<file path="config.mk">
export PLATFORM = sky130hd
export DESIGN_NAME = lpfc_parser
export DESIGN_NICKNAME = d
export VERILOG_FILES = /design/src/rtl/core/lpfc_pkg.sv /design/src/rtl/core/lpfc_parser.sv
export SDC_FILE = /design/constraint.sdc
export NUM_CORES = 1
export LEC_CHECK = 0
export BUFFER_PORTS_ARGS = -buffer_cell sky130_fd_sc_hd__buf_2
export CELL_PAD_IN_SITES_DETAIL_PLACEMENT = 1
export CELL_PAD_IN_SITES_GLOBAL_PLACEMENT = 2
export CORE_AREA = 2 2 185 187
export DETAILED_ROUTE_END_ITERATION = 10
export DIE_AREA = 0 0 187 189
export PLACE_DENSITY = 0.95
export SYNTH_ARGS = -nofsm -noshare
export SYNTH_HDL_FRONTEND = slang
export SYNTH_SLANG_ARGS = --single-unit
</file>
<file path="constraint.sdc">
create_clock -name clk -period 11.35 [get_ports clk]
set_input_delay 2.27 -clock clk [delete_from_list [all_inputs] [get_ports clk]]
set_output_delay 2.27 -clock clk [all_outputs]
set_load 0.03 [all_outputs]
</file>
<file path="src/rtl/core/lpfc_pkg.sv">
`timescale 1ns / 1ps
// ----------------------------------------------------------------------------
// lpfc_pkg
// Shared constants and types of the length-prefixed frame checker.
// ----------------------------------------------------------------------------
package lpfc_pkg;

	localparam int MAX_TAG_BYTES = 8;
	localparam int LENGTH_WIDTH  = 27;

	localparam int CFG_LEN_W  = 27;
	localparam int BODY_W     = 27;
	localparam int TAG_LEN_W  = 4;
	localparam int TAG_BITS_W = 64;
	localparam int CFG_DATA_W = 64;
	localparam int CFG_IDX_W  = 2;
	localparam int TAG_IDX_W  = (MAX_TAG_BYTES > 1) ? $clog2(MAX_TAG_BYTES) : 1;

	localparam logic [16:0] ADLER_MOD = 17'd65521;

	localparam logic [1:0] PH_HEADER = 2'd0;
	localparam logic [1:0] PH_BODY   = 2'd1;
	localparam logic [1:0] PH_HALT   = 2'd2;

	localparam logic [1:0] ST_OK       = 2'd0;
	localparam logic [1:0] ST_BAD_LEN  = 2'd1;
	localparam logic [1:0] ST_CHECKSUM = 2'd2;
	localparam logic [1:0] ST_BAD_TYPE = 2'd3;

	localparam logic [CFG_IDX_W-1:0] CFG_MIN_LENGTH = 2'd0;
	localparam logic [CFG_IDX_W-1:0] CFG_MAX_LENGTH = 2'd1;
	localparam logic [CFG_IDX_W-1:0] CFG_TAG_LENGTH = 2'd2;
	localparam logic [CFG_IDX_W-1:0] CFG_TAG_BYTES  = 2'd3;

	localparam logic [0:0] KIND_PAYLOAD = 1'b0;
	localparam logic [0:0] KIND_STATUS  = 1'b1;

	typedef struct packed {
		logic [CFG_LEN_W-1:0]  min_length;
		logic [CFG_LEN_W-1:0]  max_length;
		logic [TAG_LEN_W-1:0]  tag_length;
		logic [TAG_BITS_W-1:0] tag_bytes;
	} lpfc_cfg_t;

	typedef struct packed {
		logic [0:0]        kind;
		logic [7:0]        payload;
		logic [1:0]        status;
		logic [BODY_W-1:0] length;
	} lpfc_res_t;

	typedef struct packed {
		logic push;
		logic halted;
	} lpfc_stat_t;

endpackage

</file>
<file path="src/rtl/core/lpfc_parser.sv">
`timescale 1ns / 1ps
// ----------------------------------------------------------------------------
// lpfc_parser
// Frame state, header length check, running Adler-32 and end-of-frame status.
// ----------------------------------------------------------------------------
module lpfc_parser
	import lpfc_pkg::*;
(
	input  logic       clk,
	input  logic       arst_n,
	input  logic       step,
	input  logic [7:0] byte_in,
	input  lpfc_cfg_t  cfg,
	output lpfc_res_t  res,
	output lpfc_stat_t stat
);

	localparam int LW = LENGTH_WIDTH;
	localparam int CW = LENGTH_WIDTH + 1;
	localparam logic [LW-1:0] FOUR = LW'(4);

	logic [1:0]    phase_q, phase_d;
	logic [31:0]   hdr_q, hdr_d;
	logic [LW-1:0] cnt_q, cnt_d;
	logic [LW-1:0] frame_q, frame_d;
	logic [15:0]   low_q, low_d, high_q, high_d;
	logic [31:0]   rs_q, rs_d;
	logic          tag_ok_q, tag_ok_d;

	logic [31:0]          raw;
	logic                 len_bad;
	logic [16:0]          low_sum, high_sum;
	logic [15:0]          low_new, high_new;
	logic [LW-1:0]        data_end;
	logic                 last;
	logic                 sum_ok;
	logic [TAG_LEN_W-1:0] tl;
	logic                 tag_short;
	logic                 in_tag;
	logic [7:0]           want;

	assign raw     = {hdr_q[23:0], byte_in};
	assign len_bad = (|raw[31:LW]) || (raw < 32'(cfg.min_length))
		|| (raw > 32'(cfg.max_length));

	assign low_sum  = {1'b0, low_q} + {9'b0, byte_in};
	assign low_new  = (low_sum >= ADLER_MOD) ? 16'(low_sum - ADLER_MOD) : low_sum[15:0];
	assign high_sum = {1'b0, high_q} + {1'b0, low_new};
	assign high_new = (high_sum >= ADLER_MOD) ? 16'(high_sum - ADLER_MOD) : high_sum[15:0];

	assign tl        = (cfg.tag_length > TAG_LEN_W'(MAX_TAG_BYTES)) ?
		TAG_LEN_W'(MAX_TAG_BYTES) : cfg.tag_length;
	assign data_end  = (frame_q >= FOUR) ? (frame_q - FOUR) : '0;
	assign last      = ({1'b0, cnt_q} + CW'(1)) >= {1'b0, frame_q};
	assign sum_ok    = {high_q, low_q} == {rs_q[23:0], byte_in};
	assign tag_short = {1'b0, frame_q} < (CW'(tl) + CW'(4));
	assign in_tag    = cnt_q < LW'(tl);
	assign want      = cfg.tag_bytes[{cnt_q[TAG_IDX_W-1:0], 3'b000} +: 8];

	always_comb begin
		phase_d  = phase_q;
		hdr_d    = hdr_q;
		cnt_d    = cnt_q;
		frame_d  = frame_q;
		low_d    = low_q;
		high_d   = high_q;
		rs_d     = rs_q;
		tag_ok_d = tag_ok_q;
		res      = '0;
		stat.push   = 1'b0;
		stat.halted = (phase_q == PH_HALT);
		if (step) begin
			case (phase_q)
				PH_HEADER: begin
					hdr_d = raw;
					if (cnt_q[1:0] == 2'd3) begin
						if (len_bad) begin
							phase_d     = PH_HALT;
							stat.push   = 1'b1;
							res.kind    = KIND_STATUS;
							res.status  = ST_BAD_LEN;
						end else if (raw == 32'd0) begin
							phase_d     = PH_HALT;
							stat.push   = 1'b1;
							res.kind    = KIND_STATUS;
							res.status  = ST_CHECKSUM;
						end else begin
							phase_d  = PH_BODY;
							frame_d  = raw[LW-1:0];
							cnt_d    = '0;
							low_d    = 16'd1;
							high_d   = 16'd0;
							rs_d     = 32'd0;
							tag_ok_d = 1'b1;
						end
					end else begin
						cnt_d = cnt_q + LW'(1);
					end
				end
				PH_BODY: begin
					cnt_d = cnt_q + LW'(1);
					if (cnt_q < data_end) begin
						low_d  = low_new;
						high_d = high_new;
						if (in_tag) begin
							if (want != byte_in) begin
								tag_ok_d = 1'b0;
							end
						end else begin
							stat.push   = 1'b1;
							res.kind    = KIND_PAYLOAD;
							res.payload = byte_in;
						end
					end else begin
						rs_d = {rs_q[23:0], byte_in};
					end
					if (last) begin
						stat.push  = 1'b1;
						res        = '0;
						res.kind   = KIND_STATUS;
						res.length = BODY_W'(frame_q);
						if ((frame_q < FOUR) || !sum_ok) begin
							phase_d    = PH_HALT;
							res.status = ST_CHECKSUM;
						end else if (tag_short || !tag_ok_q) begin
							phase_d    = PH_HALT;
							res.status = ST_BAD_TYPE;
						end else begin
							phase_d    = PH_HEADER;
							hdr_d      = 32'd0;
							cnt_d      = '0;
							res.status = ST_OK;
						end
					end
				end
				default: begin
				end
			endcase
		end
	end

	always_ff @(posedge clk or negedge arst_n) begin
		if (!arst_n) begin
			phase_q  <= PH_HEADER;
			hdr_q    <= 32'd0;
			cnt_q    <= '0;
			frame_q  <= '0;
			low_q    <= 16'd1;
			high_q   <= 16'd0;
			rs_q     <= 32'd0;
			tag_ok_q <= 1'b1;
		end else begin
			phase_q  <= phase_d;
			hdr_q    <= hdr_d;
			cnt_q    <= cnt_d;
			frame_q  <= frame_d;
			low_q    <= low_d;
			high_q   <= high_d;
			rs_q     <= rs_d;
			tag_ok_q <= tag_ok_d;
		end
	end

endmodule

</file>
==> impl_metrics.yaml <==
outcome:
  status: "finished clean"
routing:
  wl_met2_mm: 21.23
  via_per_inst: 5.899
  route.detailed.drc: 0
  top_layer_used: "met4"
  first_pass_iters: 7
  vias: 12436
  final_antenna_net_count: 0
  drt-initial-drc-count: 956
  detail_route.wl_per_cell_um: 21.48
  finalWirelength_mm: 45.27
  route.met3.wl_mm: 2.161
  met1_length_mm: 20.75
clock_network:
  postCtsResizedCells: 0
  h-tree-depth: 4
  cts_tree: "done"
  cts_hold_buf: 0
  clk_latency_ns: 0.44
  cts_made_buffers: 17
  clock_sinks: 137
  clockRootBuffer: "clkbuf_16"
  post_cts_buffers: 0
  clk_pin_slew_ns: 0.06
  clk_path_buf_depth: 2
sta:
  tightest_slew_ns: 1.182
  max_freq_ghz: 0.1083
  relSlewSlack_pct: 20.92
  drv_slew: 0
  min_period_ns: 9.229
  finClkSkew_ns: 0.01025
  period_share_pct: 81.32
  hold_violations: 0
  setup_viol: 0
  rsz0062_at_grt: "false"
  tns_ns: 0
global_route:
  grt-ovfl-total: 0
  antenna_found_initial: 2
  grt_pass1_vias: 13045
  track_usage_pct: 25.69
  grt_pass1_wl_mm: 72.39
  grt_max_degree: 82
synth:
  ys_types: 77
  yosysTopAreaCellShare_pct: 26.33
  yosysWarnings: 0
  netlist_area_um2: 12830
  synth_flop_cell: "dfrtp_1"
  synth_edf_count: 0
  yosys-top-cells-area: "dfrtp_1, ha_1, xnor2_1"
  synth_nets: 1781
  async_reset_ff_share_pct: 100.0
  synth_area_per_cell_um2: 8.559
  yosys.area.top_type: "dfrtp_1"
  synthCells: 1499
  ys_seq_area_share_pct: 26.74
  synth-seq-cells: 137
min_path:
  hold_start: "low_q[3]"
  min_path_cells: 2
  hold_class: "flop to flop"
  holdPathEnd: "low_q[3]"
worst_setup_path:
  reg2regPathDepth: 21
  arrival_ns: 6.96
  cp_max_fo: 30
  startpoint_type: "flop"
  critPathKind: "flop to output pin"
  reg2reg_to: "high_q[7]"
  crit_required_ns: 9.08
  r2r_start: "low_q[0]"
  endpoint_kind: "output pin"
  reg2reg_setup_slack_ns: 4.03
finish:
  fin_nets: 1929
  syn_to_final_growth_pct: 15.08
  final_util_pct: 44.36
  drive_gt1_share_pct: 16.87
  finalNonFillerCells: 2108
  fillCellCount: 4022
  antennaDiodeCount: 0
  seq_area_um2: 3431
  multi_input_area_um2: 8762
floorplanning:
  coreArea_um2: 33280
  fp-row-count: 67
  die_w_um: 187
  ios: 173
  fp.dieH_um: 189
  start_util_pct: 38.55
  die_area_um2: 35340
run:
  drv_cap: 0
placed_design:
  hpwl_mm: 35.14
  io_buffers: 172
  place_congestion: 0.9055
  place_inst: 2076
power:
  leakage_nw: 7.132
  p_per_area_nw_per_um2: 251.7
  peakVddDrop_v: 0.0001385
## logic make-up (layout without fill, tap and decap cells)
group | after synthesis | count (layout) | synth area share (%)
simple gates | 522 | 522 | 20.61
compound gates | 360 | 360 | 19.59
buf+inv | 169 | 330 | 5.042
fa+ha+maj | 149 | 149 | 14.65
flops | 137 | 137 | 26.74
xor+xnor | 107 | 107 | 7.304
mux | 54 | 54 | 6.037
other cells | 1 | 1 | 0.02923
## cells in the mapped netlist (all sizes together), types with 37 or more instances
cell,instances
a21oi,56
a22o,58
and3,44
clkbuf,46
dfrtp,135
ha,147
inv,114
nand2,163
nand3,40
nor2,81
nor4,37
o21ai,88
xnor2,76
## where the power goes
part / internal [mW] / switching, mW
Clock: 0.371 / 0.243
Sequential: 0.582 / 0.191
Combinational: 0.952 / 1.38
## cell usage in the layout (no fill, tap or decap), types with 27 or more instances in the layout
| cell type | count |
|---|---|
| xor2_1 | 31 |
| xnor2_1 | 76 |
| nand3_1 | 40 |
| ha_1 | 147 |
| dfrtp_1 | 135 |
| nand2_1 | 163 |
| mux2_2 | 27 |
| nand4_1 | 28 |
| buf_2 | 171 |
| inv_1 | 114 |
| nor4_1 | 36 |
| a22o_1 | 58 |
| o21ai_0 | 84 |
| nor3_1 | 35 |
| nor2_1 | 80 |
| and3_1 | 44 |
| a21oi_1 | 55 |
## area by class of cell
class,instances,area share (%)
multi-input cells,1193,59.35
clock buffers,19,2.932
flip-flops and latches,137,23.24
clock inverters,13,1.305
repair buffers,184,6.483
inverters,114,2.898
well taps,448,3.797
## metal layers
layer,vias to the layer above,GRT usage [%]
li1,5799,-
met1,6185,34.52
met2,387,42.92
met3,65,3.336
met4,0,8.211
met5,-,0
## worst max path at each step
stage                     startpoint   endpoint  slack, ns  depth (start not counted)
after floorplan           byte_in[0]  high_q[7]       3.18                         22
after global placement    byte_in[0]  high_q[7]       2.26                         22
after detailed placement  byte_in[0]  high_q[7]       1.96                         22
after CTS                   cnt_q[1]    stat[1]       2.15                         17
after global routing        cnt_q[1]    stat[1]       1.68                         17
final                       cnt_q[1]    stat[1]       2.12                         17
## registers in the layout, indices dropped and copies added (netlist names)
register / cells
hdr_q: 24
high_q: 16
phase_q: 2
rs_q: 24
tag_ok_q: 1
low_q: 16
frame_q: 27
cnt_q: 27
## worst max-delay path, cell delays in order, from the launching register on
cell	delay, ns
dfrtp_1	0.87
nand3_1	0.43
nor2_1	0.37
nand2_1	0.23
nor4_1	0.81
nand2_1	0.16
xnor2_1	0.19
ha_1	0.32
a21o_1	0.12
a21oi_1	0.06
o21ai_0	0.28
or4b_2	0.19
a21oi_1	0.05
o21ai_1	0.80
and2_1	0.85
a21oi_1	0.17
o21ai_0	0.33
buf_2	0.28
## through the flow
| step | setup slack (ns) | power (mW) | hold slack (ns) | instance area, µm² |
|---|---|---|---|---|
| 3_3_place_gp | 2.263 | 2.932 | 0.4851 | 14140 |
| 2_1_floorplan | 3.180 | 2.379 | 0.4526 | 12830 |
| 6_report | 2.121 | 3.717 | 0.5134 | 14760 |
| 5_1_grt | 1.677 | 4.022 | 0.5190 | 14760 |
| 4_1_cts | 2.146 | 3.700 | 0.5070 | 14760 |
| 3_5_place_dp | 1.956 | 3.052 | 0.4817 | 14140 |
(Power assumes the default switching activity.)
